<file path="src/hdl/pcod_pkg.sv">
`timescale 1ns / 1ps
// Shared types and constants for the point cloud obstacle detector.
// Used by every module under hdl; depends on nothing.
package pcod_pkg;

	// Default frame size limit for the side counters
	localparam int unsigned DEF_MAX_FRAME_POINTS = 65536;

	// Configuration port geometry
	localparam int CFG_INDEX_W = 3;
	localparam int CFG_DATA_W  = 17;

	// Register indexes
	localparam logic [CFG_INDEX_W-1:0] REG_ROI_MIN_FORWARD = 3'd0;
	localparam logic [CFG_INDEX_W-1:0] REG_ROI_MAX_FORWARD = 3'd1;
	localparam logic [CFG_INDEX_W-1:0] REG_ROI_HALF_WIDTH  = 3'd2;
	localparam logic [CFG_INDEX_W-1:0] REG_ROI_MIN_HEIGHT  = 3'd3;
	localparam logic [CFG_INDEX_W-1:0] REG_ROI_MAX_HEIGHT  = 3'd4;
	localparam logic [CFG_INDEX_W-1:0] REG_MIN_POINTS      = 3'd5;
	localparam logic [CFG_INDEX_W-1:0] REG_SIDE_DEADBAND   = 3'd6;
	localparam logic [CFG_INDEX_W-1:0] REG_MAX_TURN_RATE   = 3'd7;

	// Register reset values
	localparam logic [14:0]        RST_ROI_MIN_FORWARD = 15'd200;
	localparam logic [14:0]        RST_ROI_MAX_FORWARD = 15'd2000;
	localparam logic [14:0]        RST_ROI_HALF_WIDTH  = 15'd800;
	localparam logic signed [15:0] RST_ROI_MIN_HEIGHT  = 16'sd80;
	localparam logic signed [15:0] RST_ROI_MAX_HEIGHT  = 16'sd1000;
	localparam logic [16:0]        RST_MIN_POINTS      = 17'd8;
	localparam logic [16:0]        RST_SIDE_DEADBAND   = 17'd3;
	localparam logic [15:0]        RST_MAX_TURN_RATE   = 16'd800;

	// Square root unit: one result bit per step, two operand bits per step over a 32-bit operand
	localparam int ROOT_STEPS  = 16;
	localparam int ROOT_CNT_W  = 4;

	typedef struct packed {
		logic [14:0]        roi_min_forward;
		logic [14:0]        roi_max_forward;
		logic [14:0]        roi_half_width;
		logic signed [15:0] roi_min_height;
		logic signed [15:0] roi_max_height;
		logic [16:0]        min_points;
		logic [16:0]        side_deadband;
		logic [15:0]        max_turn_rate;
	} pcod_cfg_t;

	// Controller commands to the datapath
	typedef struct packed {
		logic take;    // point transfer this cycle
		logic finish;  // close the frame, start the root
		logic step;    // one square root iteration
		logic load;    // write the result register
	} pcod_cmd_t;

	// Datapath status to the controller
	typedef struct packed {
		logic root_last;  // current step is the final root iteration
		logic out_busy;   // result register holds an untaken result
	} pcod_sts_t;

	typedef enum logic [2:0] {
		ST_RUN,
		ST_DRAIN,
		ST_FINAL,
		ST_ROOT,
		ST_EMIT
	} pcod_state_t;

endpackage

</file>
<file path="src/hdl/pcod_isqrt.sv">
`timescale 1ns / 1ps
// Iterative integer square root, floor of sqrt of a 32-bit operand.
// Two operand bits per step; depends on pcod_pkg.
module pcod_isqrt (
	input  logic        clk,
	input  logic        arst_n,
	input  logic        start,
	input  logic        step,
	input  logic [31:0] operand,
	output logic [15:0] root,
	output logic        last
);

	logic [31:0]                     op_q;
	logic [17:0]                     rem_q;
	logic [15:0]                     root_q;
	logic [pcod_pkg::ROOT_CNT_W-1:0] cnt_q;
	logic [19:0]                     rem_shift;
	logic [19:0]                     trial;
	logic [19:0]                     rem_diff;
	logic                            fits;

	// Trial subtract of the next digit
	always_comb begin
		rem_shift = {rem_q, op_q[31:30]};
		trial     = {2'b00, root_q, 2'b01};
		rem_diff  = rem_shift - trial;
		fits      = rem_shift >= trial;
	end

	// Step counter
	always_ff @(posedge clk or negedge arst_n) begin
		if (!arst_n) begin
			cnt_q <= '0;
		end else if (start) begin
			cnt_q <= '0;
		end else if (step) begin
			cnt_q <= cnt_q + 1'b1;
		end
	end

	// Operand, remainder and partial root
	always_ff @(posedge clk) begin
		if (start) begin
			op_q   <= operand;
			rem_q  <= '0;
			root_q <= '0;
		end else if (step) begin
			op_q <= {op_q[29:0], 2'b00};
			if (fits) begin
				rem_q  <= rem_diff[17:0];
				root_q <= {root_q[14:0], 1'b1};
			end else begin
				rem_q  <= rem_shift[17:0];
				root_q <= {root_q[14:0], 1'b0};
			end
		end
	end

	assign root = root_q;
	assign last = cnt_q == pcod_pkg::ROOT_CNT_W'(pcod_pkg::ROOT_STEPS - 1);

endmodule

</file>
<file path="src/hdl/pcod_datapath.sv">
`timescale 1ns / 1ps
// Datapath: box test, squared distance, frame accumulators, decision and
// result register. Depends on pcod_pkg and pcod_isqrt.
module pcod_datapath #(
	parameter int unsigned MAX_FRAME_POINTS = pcod_pkg::DEF_MAX_FRAME_POINTS
) (
	input  logic                clk,
	input  logic                arst_n,
	input  pcod_pkg::pcod_cmd_t cmd,
	output pcod_pkg::pcod_sts_t sts,
	input  pcod_pkg::pcod_cfg_t cfg,
	input  logic signed [15:0]  point_x,
	input  logic signed [15:0]  point_y,
	input  logic signed [15:0]  point_z,
	input  logic                point_valid,
	output logic                out_valid,
	input  logic                out_stall,
	output logic                obstacle_found,
	output logic [15:0]         closest_range,
	output logic signed [16:0]  turn_command,
	output logic [16:0]         box_point_count
);

	localparam int CNT_W = $clog2(MAX_FRAME_POINTS + 1);
	localparam int SUM_W = CNT_W + 1;
	localparam int CMP_W = ((SUM_W > 17) ? SUM_W : 17) + 1;

	// Stage 1 signals
	logic signed [16:0] x17;
	logic signed [16:0] y17;
	logic [16:0]        ax;
	logic [16:0]        ay;
	logic [33:0]        px;
	logic [33:0]        py;
	logic               in_box;
	logic               box_s1;
	logic               left_s1;
	logic [30:0]        sqx_s1;
	logic [30:0]        sqy_s1;

	// Frame state
	logic [31:0]      min_q;
	logic [CNT_W-1:0] left_q;
	logic [CNT_W-1:0] right_q;
	logic             dir_left_q;
	logic [31:0]      d2;

	// Decision
	logic [SUM_W-1:0]        sum;
	logic [CMP_W-1:0]        count;
	logic [CMP_W-1:0]        need;
	logic signed [CMP_W-1:0] diff;
	logic [CMP_W-1:0]        adiff;
	logic                    enough;
	logic                    found_q;
	logic [16:0]             count_q;

	logic [15:0] root;
	logic        root_last;

	// Box test and squares
	always_comb begin
		x17 = {point_x[15], point_x};
		y17 = {point_y[15], point_y};
		ax  = point_x[15] ? 17'(-x17) : 17'(x17);
		ay  = point_y[15] ? 17'(-y17) : 17'(y17);
		px  = {17'd0, ax} * {17'd0, ax};
		py  = {17'd0, ay} * {17'd0, ay};
		in_box = (x17 >= $signed({2'b00, cfg.roi_min_forward})) &&
			(x17 <= $signed({2'b00, cfg.roi_max_forward})) &&
			(ay <= {2'b00, cfg.roi_half_width}) &&
			(point_z >= cfg.roi_min_height) &&
			(point_z <= cfg.roi_max_height);
	end

	// Stage 1 register
	always_ff @(posedge clk or negedge arst_n) begin
		if (!arst_n) begin
			box_s1 <= 1'b0;
		end else begin
			box_s1 <= cmd.take && point_valid && in_box;
		end
	end

	always_ff @(posedge clk) begin
		left_s1 <= !point_y[15];
		sqx_s1  <= px[30:0];
		sqy_s1  <= py[30:0];
	end

	assign d2 = {1'b0, sqx_s1} + {1'b0, sqy_s1};

	// Frame decision from the closed counters
	always_comb begin
		sum   = SUM_W'(left_q) + SUM_W'(right_q);
		count = (sum > SUM_W'(MAX_FRAME_POINTS)) ? CMP_W'(MAX_FRAME_POINTS) : CMP_W'(sum);
		need  = (cfg.min_points == '0) ? CMP_W'(1) : CMP_W'(cfg.min_points);
		enough = count >= need;
		diff  = $signed(CMP_W'(left_q)) - $signed(CMP_W'(right_q));
		adiff = diff[CMP_W-1] ? CMP_W'(-diff) : CMP_W'(diff);
	end

	// Accumulate box points; clear on frame close
	always_ff @(posedge clk or negedge arst_n) begin
		if (!arst_n) begin
			min_q      <= '1;
			left_q     <= '0;
			right_q    <= '0;
			dir_left_q <= 1'b1;
		end else if (cmd.finish) begin
			min_q   <= '1;
			left_q  <= '0;
			right_q <= '0;
			if (!enough) begin
				dir_left_q <= 1'b1;
			end else if (adiff > CMP_W'(cfg.side_deadband)) begin
				dir_left_q <= diff[CMP_W-1];
			end
		end else if (box_s1) begin
			if (d2 < min_q) begin
				min_q <= d2;
			end
			if (left_s1) begin
				if (left_q < CNT_W'(MAX_FRAME_POINTS)) begin
					left_q <= left_q + 1'b1;
				end
			end else begin
				if (right_q < CNT_W'(MAX_FRAME_POINTS)) begin
					right_q <= right_q + 1'b1;
				end
			end
		end
	end

	// Hold the frame verdict while the root runs
	always_ff @(posedge clk) begin
		if (cmd.finish) begin
			found_q <= enough;
			count_q <= count[16:0];
		end
	end

	pcod_isqrt u_isqrt (
		.clk     (clk),
		.arst_n  (arst_n),
		.start   (cmd.finish),
		.step    (cmd.step),
		.operand (min_q),
		.root    (root),
		.last    (root_last)
	);

	// Result register
	always_ff @(posedge clk or negedge arst_n) begin
		if (!arst_n) begin
			out_valid <= 1'b0;
		end else if (cmd.load) begin
			out_valid <= 1'b1;
		end else if (!out_stall) begin
			out_valid <= 1'b0;
		end
	end

	always_ff @(posedge clk) begin
		if (cmd.load) begin
			obstacle_found  <= found_q;
			closest_range   <= found_q ? root : '0;
			box_point_count <= count_q;
			if (!found_q) begin
				turn_command <= '0;
			end else if (dir_left_q) begin
				turn_command <= $signed({1'b0, cfg.max_turn_rate});
			end else begin
				turn_command <= -$signed({1'b0, cfg.max_turn_rate});
			end
		end
	end

	assign sts.root_last = root_last;
	assign sts.out_busy  = out_valid && out_stall;

endmodule

</file>
<file path="src/hdl/pcod_ctrl.sv">
`timescale 1ns / 1ps
// Controller state machine: point transfers, frame close, root steps, result load.
// Depends on pcod_pkg.
module pcod_ctrl (
	input  logic                clk,
	input  logic                arst_n,
	input  logic                in_valid,
	output logic                in_stall,
	input  logic                last_point,
	input  pcod_pkg::pcod_sts_t sts,
	output pcod_pkg::pcod_cmd_t cmd
);

	pcod_pkg::pcod_state_t state_q;
	pcod_pkg::pcod_state_t state_n;

	// State register
	always_ff @(posedge clk or negedge arst_n) begin
		if (!arst_n) begin
			state_q <= pcod_pkg::ST_RUN;
		end else begin
			state_q <= state_n;
		end
	end

	// Next state and commands
	always_comb begin
		state_n  = state_q;
		cmd      = '0;
		in_stall = 1'b1;
		unique case (state_q)
			pcod_pkg::ST_RUN: begin
				in_stall = 1'b0;
				cmd.take = in_valid;
				if (in_valid && last_point) begin
					state_n = pcod_pkg::ST_DRAIN;
				end
			end
			pcod_pkg::ST_DRAIN: begin
				state_n = pcod_pkg::ST_FINAL;
			end
			pcod_pkg::ST_FINAL: begin
				cmd.finish = 1'b1;
				state_n    = pcod_pkg::ST_ROOT;
			end
			pcod_pkg::ST_ROOT: begin
				cmd.step = 1'b1;
				if (sts.root_last) begin
					state_n = pcod_pkg::ST_EMIT;
				end
			end
			pcod_pkg::ST_EMIT: begin
				if (!sts.out_busy) begin
					cmd.load = 1'b1;
					state_n  = pcod_pkg::ST_RUN;
				end
			end
			default: begin
				state_n = pcod_pkg::ST_RUN;
			end
		endcase
	end

endmodule

</file>
<file path="src/hdl/point_cloud_obstacle_detector.sv">
`timescale 1ns / 1ps
// Point cloud obstacle detector top level: configuration registers, controller, datapath.
// Throughput: one point per cycle within a frame; after the last point, input stalls.
// After the last point transfer the result passes a drain state, the frame close, 16 square root
// steps and the load; it waits longer while an earlier result is still stalled.
// Reset (arst_n low, asynchronous): registers to defaults, frame cleared, direction left.
module point_cloud_obstacle_detector #(
	parameter int unsigned MAX_FRAME_POINTS = pcod_pkg::DEF_MAX_FRAME_POINTS
) (
	input  logic                                clk,
	input  logic                                arst_n,
	input  logic                                cfg_we,
	input  logic [pcod_pkg::CFG_INDEX_W-1:0]    cfg_index,
	input  logic [pcod_pkg::CFG_DATA_W-1:0]     cfg_wdata,
	input  logic                                in_valid,
	output logic                                in_stall,
	input  logic signed [15:0]                  point_x,
	input  logic signed [15:0]                  point_y,
	input  logic signed [15:0]                  point_z,
	input  logic                                point_valid,
	input  logic                                last_point,
	output logic                                out_valid,
	input  logic                                out_stall,
	output logic                                obstacle_found,
	output logic [15:0]                         closest_range,
	output logic signed [16:0]                  turn_command,
	output logic [16:0]                         box_point_count
);

	pcod_pkg::pcod_cfg_t cfg_q;
	pcod_pkg::pcod_cmd_t cmd;
	pcod_pkg::pcod_sts_t sts;

	// Configuration registers
	always_ff @(posedge clk or negedge arst_n) begin
		if (!arst_n) begin
			cfg_q.roi_min_forward <= pcod_pkg::RST_ROI_MIN_FORWARD;
			cfg_q.roi_max_forward <= pcod_pkg::RST_ROI_MAX_FORWARD;
			cfg_q.roi_half_width  <= pcod_pkg::RST_ROI_HALF_WIDTH;
			cfg_q.roi_min_height  <= pcod_pkg::RST_ROI_MIN_HEIGHT;
			cfg_q.roi_max_height  <= pcod_pkg::RST_ROI_MAX_HEIGHT;
			cfg_q.min_points      <= pcod_pkg::RST_MIN_POINTS;
			cfg_q.side_deadband   <= pcod_pkg::RST_SIDE_DEADBAND;
			cfg_q.max_turn_rate   <= pcod_pkg::RST_MAX_TURN_RATE;
		end else if (cfg_we) begin
			unique case (cfg_index)
				pcod_pkg::REG_ROI_MIN_FORWARD: cfg_q.roi_min_forward <= cfg_wdata[14:0];
				pcod_pkg::REG_ROI_MAX_FORWARD: cfg_q.roi_max_forward <= cfg_wdata[14:0];
				pcod_pkg::REG_ROI_HALF_WIDTH:  cfg_q.roi_half_width  <= cfg_wdata[14:0];
				pcod_pkg::REG_ROI_MIN_HEIGHT:  cfg_q.roi_min_height  <= $signed(cfg_wdata[15:0]);
				pcod_pkg::REG_ROI_MAX_HEIGHT:  cfg_q.roi_max_height  <= $signed(cfg_wdata[15:0]);
				pcod_pkg::REG_MIN_POINTS:      cfg_q.min_points      <= cfg_wdata;
				pcod_pkg::REG_SIDE_DEADBAND:   cfg_q.side_deadband   <= cfg_wdata;
				pcod_pkg::REG_MAX_TURN_RATE:   cfg_q.max_turn_rate   <= cfg_wdata[15:0];
				default: begin
				end
			endcase
		end
	end

	pcod_ctrl u_ctrl (
		.clk        (clk),
		.arst_n     (arst_n),
		.in_valid   (in_valid),
		.in_stall   (in_stall),
		.last_point (last_point),
		.sts        (sts),
		.cmd        (cmd)
	);

	pcod_datapath #(
		.MAX_FRAME_POINTS (MAX_FRAME_POINTS)
	) u_datapath (
		.clk             (clk),
		.arst_n          (arst_n),
		.cmd             (cmd),
		.sts             (sts),
		.cfg             (cfg_q),
		.point_x         (point_x),
		.point_y         (point_y),
		.point_z         (point_z),
		.point_valid     (point_valid),
		.out_valid       (out_valid),
		.out_stall       (out_stall),
		.obstacle_found  (obstacle_found),
		.closest_range   (closest_range),
		.turn_command    (turn_command),
		.box_point_count (box_point_count)
	);

endmodule

</file>
<file path="config.mk">
export PLATFORM = sky130hd
export DESIGN_NAME = point_cloud_obstacle_detector
export DESIGN_NICKNAME = d
export VERILOG_FILES = /design/src/hdl/pcod_pkg.sv /design/src/hdl/pcod_isqrt.sv /design/src/hdl/pcod_datapath.sv /design/src/hdl/pcod_ctrl.sv /design/src/hdl/point_cloud_obstacle_detector.sv
export SDC_FILE = /design/constraint.sdc
export NUM_CORES = 2
export LEC_CHECK = 0
export BUFFER_PORTS_ARGS = -buffer_cell sky130_fd_sc_hd__buf_2
export CORE_MARGIN = 2
export CORE_UTILIZATION = 50
export CTS_CLUSTER_SIZE = 24
export DETAILED_ROUTE_END_ITERATION = 10
export GPL_ROUTABILITY_DRIVEN = 0
export HOLD_SLACK_MARGIN = 0.02
export PLACE_DENSITY = 0.71
export REMOVE_ABC_BUFFERS = 1
export SYNTH_ARGS = -nofsm -noshare
export SYNTH_HDL_FRONTEND = slang
export SYNTH_SLANG_ARGS = --single-unit
</file>
<file path="constraint.sdc">
create_clock -name clk -period 7.9 [get_ports clk]
set_clock_uncertainty 0.05 [all_clocks]
set_input_delay 1.58 -clock clk [delete_from_list [all_inputs] [get_ports clk]]
set_output_delay 1.58 -clock clk [all_outputs]
set_load 0.05 [all_outputs]
</file>
[Word level (Yosys, flattened, before mapping)]
Index checks and enable logic that the tools add are counted.
Word-level totals
  flip-flop bits (word level): 401
  bits in latches: 0
  RAM bits: 0
  ROM bits: 0
  input port bits: 75
  output and inout port bits: 53
  word-level logic and storage cells: 142
  memories: 0
Cells by class
  add/sub/neg operators: 11
  multiply operators: 2
  divide/modulo/power cells: 0
  $lt $le $gt $ge: 12
  equal/unequal tests: 18
  shifts and indexed selects: 0
  muxes and demuxes: 37
  bitwise logic cells: 1
  reduce and logical (&&, ||, !) cells: 32
Operators with widths (count)
  $mux W17: 11
  $mux W32: 5
  $mul A17 B17 Y31: 2
  $neg A16 Y17: 3
  $mux W18: 2
  $add A17 B1 Y17 const B: 2
  $lt A17 B17 Y1 const B: 2
  $add A31 B31 Y32: 1
  $ge A16 B16 Y1: 2
  $le A16 B16 Y1: 2
  $lt A32 B32 Y1: 1
  $ge A20 B18 Y1: 1
  $reduce_and A2 Y1: 10
  $ge A19 B19 Y1: 1
  $gt A19 B17 Y1: 1
  $mux W19: 1
  $neg A19 Y19: 1
  $add A17 B17 Y18: 1
  $gt A18 B17 Y1 const B: 1
  $sub A17 B17 Y18: 1
  $sub A18 B18 Y18: 1
  $le A17 B15 Y1: 1
  $logic_not A17 Y1: 1
  $mux W16: 1
  other kinds (18): 58

[Longest topological paths before layout]
  depth after elaboration: 7
  depth in mapped cells: 32
  depth with buffers taken out: 30

[Cells and area by module]
From an unflattened synthesis, not the netlist that was laid out.
Second synthesis, totals
  cells, all modules: 3970
  area, all modules: 38745.9 sq um
Modules (own cells, without submodules)
  pcod_datapath: times used 1, cells each 3281, area an instance 29508.3 sq um, sequential area each 5061.1 sq um
  point_cloud_obstacle_detector: times used 1, cells each 277, area an instance 5067.4 sq um, sequential area each 3210.6 sq um
  pcod_isqrt: times used 1, cells each 395, area an instance 3990.1 sq um, sequential area each 1741.7 sq um
  pcod_ctrl: times used 1, cells each 17, area an instance 180.2 sq um, sequential area each 75.1 sq um

[Worst setup path before layout]
OpenSTA, ideal clock, no wires.
  path kind: input to register
  from: input port point_y[0]
  to: register u_datapath.sqy_s1[27]
  setup time: 72 ps
  data arrival time: 8856 ps
  data required time: 7778 ps
  setup slack: -1078 ps
  cell stages on the path: 28
  buffers on the path: 2
  cells stage by stage: clkbuf_1 clkinv_1 ha_1 nand2_1 or4_1 o41ai_1 xnor2_1 clkbuf_1 nand2_1 fa_1 fa_1 inv_1 fa_1 inv_1 fa_1 fa_1 fa_1 inv_1 ha_1 a21o_1 a21oi_1 o22ai_1 o21bai_1 o21ai_0 a21oi_1 and4_1 a2111oi_0 xnor2_1
On the way
  word-level cells in the longest chain between the ends: 3
Ends and longest elaborated chain
  start, declared: RTL line point_cloud_obstacle_detector.sv:18  | input logic signed [15:0] point_y,
  $neg A16 Y17: RTL line pcod_datapath.sv:66  | ay = point_y[15] ? 17'(-y17) : 17'(y17);
  $mux W17 *: RTL line pcod_datapath.sv:66
  $mul A17 B17 Y31 *: RTL line pcod_datapath.sv:68  | py = {17'd0, ay} * {17'd0, ay};
  named net u_datapath.py[27]: RTL line pcod_datapath.sv:34  | logic [33:0] py;
  end signal, assigned: RTL line pcod_datapath.sv:88  | sqy_s1 <= py[30:0];
  end, declared: RTL line pcod_datapath.sv:39  | logic [30:0] sqy_s1;
Mark *: on every way through the listed nets, which the timed path passes. The rest lies on a longest branch.
A chain may end at the register's enable or synchronous reset.

[Final worst setup path]
  from: input port point_x[3]
  to: register u_datapath.sqx_s1[29]
On the way
  word-level cells in the longest chain between the ends: 3
Ends and longest elaborated chain
  start, declared: RTL line point_cloud_obstacle_detector.sv:17  | input logic signed [15:0] point_x,
  $neg A16 Y17: RTL line pcod_datapath.sv:65  | ax = point_x[15] ? 17'(-x17) : 17'(x17);
  $mux W17 *: RTL line pcod_datapath.sv:65
  $mul A17 B17 Y31 *: RTL line pcod_datapath.sv:67  | px = {17'd0, ax} * {17'd0, ax};
  named net u_datapath.px[29]: RTL line pcod_datapath.sv:33  | logic [33:0] px;
  end signal, assigned: RTL line pcod_datapath.sv:87  | sqx_s1 <= px[30:0];
  end, declared: RTL line pcod_datapath.sv:38  | logic [30:0] sqx_s1;
Marked as above.

==> results.txt <==
The later pin in the worst-skew pair is clocked with a latency of about 0.57 ns. Clock tree synthesis selected as its root buffer the cell clkbuf_16. The time the final worst path needs with I/O delays and setup came out at between 8 and 9 ns. By startpoint and endpoint, the worst setup path is classified as in2reg. The worst hold path passes through 0 cells. Dividing the detail-routed via count by the number of cells gives roughly 5.2. The relative slew slack came out at between 20% and 30%. The initial antenna violation count came to 3. After synthesis, the cell types taking the most area are fa_1 (21%), ha_1 (14%), dfrtp_1 (9.6%). The worst min-delay path category is reg2reg. The total of warnings raised by yosys came out at 0.

The most numerous cell type found on the critical path is fa_1. The critical path required time came out at ~8.3 ns. Counting instances in the post-synthesis netlist gives the leading cell types as inv_1 (797), ha_1 (413), fa_1 (387). The synthesis-to-finish area growth came out at 19.0%. Entering global routing, the biggest net connects approximately 160 pins.

The endpoint identified for the worst register-to-register timing path is u_datapath.dir_left_q. The number of global-route vias before repair is 29.6k. The worst-case reg-to-reg path depth came out at 24.

The count of buffers from port buffering is around 130. The synthesized netlist occupies a cell area of 37,500 µm². The clock-pin slew on the worst setup and hold paths came out at about 0.06 ns. In the routed design, unresolved DRC markers number 0. In this design, the stage delay of the slowest critical-path cell is roughly 0.54 ns. The synthesized netlist devotes 11.6% of its cell area to simple gates. The worst setup path startpoint is point_x[3]. The final count of negative-setup-slack endpoints came out at 4.

The adder-cell area share of the yosys netlist came out at about a third. For this run, the leading register cell type out of synthesis is dfrtp_1. The proportion of layout cells with a drive suffix above 1 is around a fifth. The die area came out at a little under 80,000 µm². The wire length of the first global-routing pass came out at roughly 150,000 µm. The data arrival time of the critical path came out at roughly 8.5 ns. The run finished, with violations left. The type of element launching the critical path is a primary input.

The startpoint identified for the worst hold timing path is u_datapath.count_q[9]. The starting density of the core is roughly half. TritonCTS built the clock tree.

The number of vias after detailed routing came out at 28.8k. The number of antenna-violating nets in the routed design came out at 0. Static timing analysis puts the maximum clock frequency at between 0.1 and 0.15 GHz. The number of H-tree levels came out at 2. The tree built by TritonCTS fans out to ~400 sinks. The final worst-path cycle share came out at 102%. The number of violations reported at the end of detailed-routing iteration 0 is around 1.4k. The count of endpoints failing hold in the final timing report is 0. The deepest clock path buffer count came out at 3.

The standard-cell row count is 100. After synthesis, the largest family of logic cells by area is adder cells. The first detailed-routing pass ran for 7 iterations. The number of clock buffers inserted by TritonCTS came out at 42. The share of the Yosys chip area taken by registers is a little over a quarter. The biggest area contributor in the post-synthesis netlist is fa_1.

STA classifies the critical path endpoint as a register. The floorplan die width is ~280 µm. The final-report max-slew violation count came out at 0. The leading cell type by number of instances after synthesis is inv_1.

Summing the areas of all compound-gate instances in the mapped netlist gives around a tenth of the synthesized area. The count of state elements after synthesis is around 400. Setup repair after global routing could not meet its margin everywhere. The net total in the final layout is between 5k and 6k. The per-cell routed wire length came out at 16.1 µm. The chip height is about 280 µm. The startpoint identified for the worst register-to-register timing path is u_datapath.right_q[0].

The checks that failed: negative setup slack. Counting every instance in the synthesized netlist gives roughly 4.0k. The average size of a mapped cell came out at between 9 and 10 µm². The post-layout worst setup margin came out at -0.174 ns.

Hold repair after CTS inserted 0 buffers. The critical-path maximum fanout came out at 4. The overall track demand over capacity in global routing came out at between 20% and 30%. Measured against the total synthesized area, the mux share comes to under 10%. The total grt overflow is 0.

The proportion of synthesized flip-flops having asynchronous set or reset is about half. Timing analysis after detailed placement gives a worst setup slack of -1.11 ns. The worst hold path terminates at u_datapath.box_point_count[9]. The slew of the pin with the lowest slew margin is roughly 1.1 ns. The setup slack of the worst register-to-register path came out at 1.97 ns. The post-synthesis share of cell area spent on xor and xnor gates came out at around 4.9%. The slowest cell on the critical path is fa_1. The core region area came out at 74,400 µm².

The I/O pin total came out at 128. The count of cell types in the netlist came out at 82. The share of synthesized area in the top cell type comes to between 20 and 25%. Counting flops with a built-in enable in the synthesized netlist gives 101. The total wire length is between 80,000 and 90,000 µm.

The HPWL reported at the end of detailed placement came out at 70,000 µm. Max-cap violations in this run came to 0.
## cell type report
cell class	count	area (µm²)
clock buffer	55	1160
tap	969	1210
multi-input combinational	2754	25300
inverter	809	3040
fill	6105	29800
sequential	399	10100
antenna	1	2.50
clock inverter	21	309
timing repair buffer	499	3580
## sequential cells by signal (all words and copies together) (netlist names)
name,count
cfg_q,127
u_datapath.min_q,32
u_datapath.u_isqrt.op_q,32
u_datapath.sqx_s1,30
u_datapath.sqy_s1,30
u_datapath.u_isqrt.rem_q,18
u_datapath.box_point_count,17
u_datapath.count_q,17
u_datapath.left_q,17
u_datapath.right_q,17
u_datapath.turn_command,17
u_datapath.closest_range,16
u_datapath.u_isqrt.root,16
u_datapath.u_isqrt.cnt_q,4
u_ctrl.state_q,3
u_datapath.box_s1,1
u_datapath.dir_left_q,1
u_datapath.found_q,1
u_datapath.left_s1,1
u_datapath.obstacle_found,1
u_datapath.out_valid,1
## kinds of logic after synthesis
kind of cell / count (synthesis)
buffers and inverters: 912
adder cells (fa/ha/maj): 801
other: 2
AO/OA/AOI/OAI: 620
AND/OR/NAND/NOR: 962
flip-flops: 399
multiplexers: 93
XOR/XNOR: 211
## cell usage in the layout (no fill, tap or decap), drive strengths merged, types with 11 or more instances in the layout
master	count
edfxtp	101
dfxtp	95
xor2	54
or3	24
nand3	60
nand4	34
fa	387
nor3	43
mux2	73
mux2i	20
o211ai	32
and3	13
dfrtp	144
a21o	64
o31ai	13
clkinv	15
inv	804
nand2	384
o21bai	11
o21ai	206
a2111oi	12
conb	67
ha	413
buf	498
a21oi	161
nor4	18
xnor2	157
o21a	30
nor2	263
dfstp	59
clkbuf	56
a31oi	12
nand2b	39
nor2b	36
a211oi	14
## metal layers
metal  share of wire (%)  global-route usage (%)  wire length (µm)
met5                   0                       0                 0
met2                  50                    41.8             44500
met4                 3.4                    7.54              2970
met1                  42                    29.3             36900
met3                 4.6                    2.52              4050
## worst max-delay path, delay by kind of cell
family                   cells  cell delay, ns
AO/OA/AOI/OAI                6            1.13
AND/OR/NAND/NOR              7            1.56
XOR/XNOR                     2            0.29
buffers and inverters        9            0.67
adder cells (fa/ha/maj)      7            3.25
## per-stage QoR
step,cell area (µm²),hold WS [ns],setup TNS (ns),cells,utilization [%]
2_1_floorplan,37400,0.350,-13.13,3962,-
3_5_place_dp,41900,0.355,-20.71,5398,56.3
6_report,44700,0.368,-0.334,5507,60.0
4_1_cts,43900,0.368,-0.364,5486,59.0
3_3_place_gp,41900,0.352,-19.22,5398,56.3
5_1_grt,44700,0.374,-2.05,5506,60.0
## worst max path at each step
stage          depth (start not counted)  slack [ns]                    end
6_report                              31       -0.17  u_datapath.sqx_s1[29]
5_1_grt                               29       -0.39  u_datapath.sqx_s1[29]
4_1_cts                               32       -0.13  u_datapath.sqx_s1[29]
2_1_floorplan                         25       -0.93  u_datapath.sqy_s1[27]
3_3_place_gp                          31       -1.10  u_datapath.sqx_s1[29]
3_5_place_dp                          31       -1.11  u_datapath.sqx_s1[29]
## what timing repair did
action	CTS	global route
buffers inserted	12	21
hold endpoints to repair	0	0
setup endpoints to repair	21	23
pin swaps	67	103
gates resized for setup	106	140
Power is not shown: default switching activity piles up to over one toggle a cycle in this logic, so the estimate is an artifact.
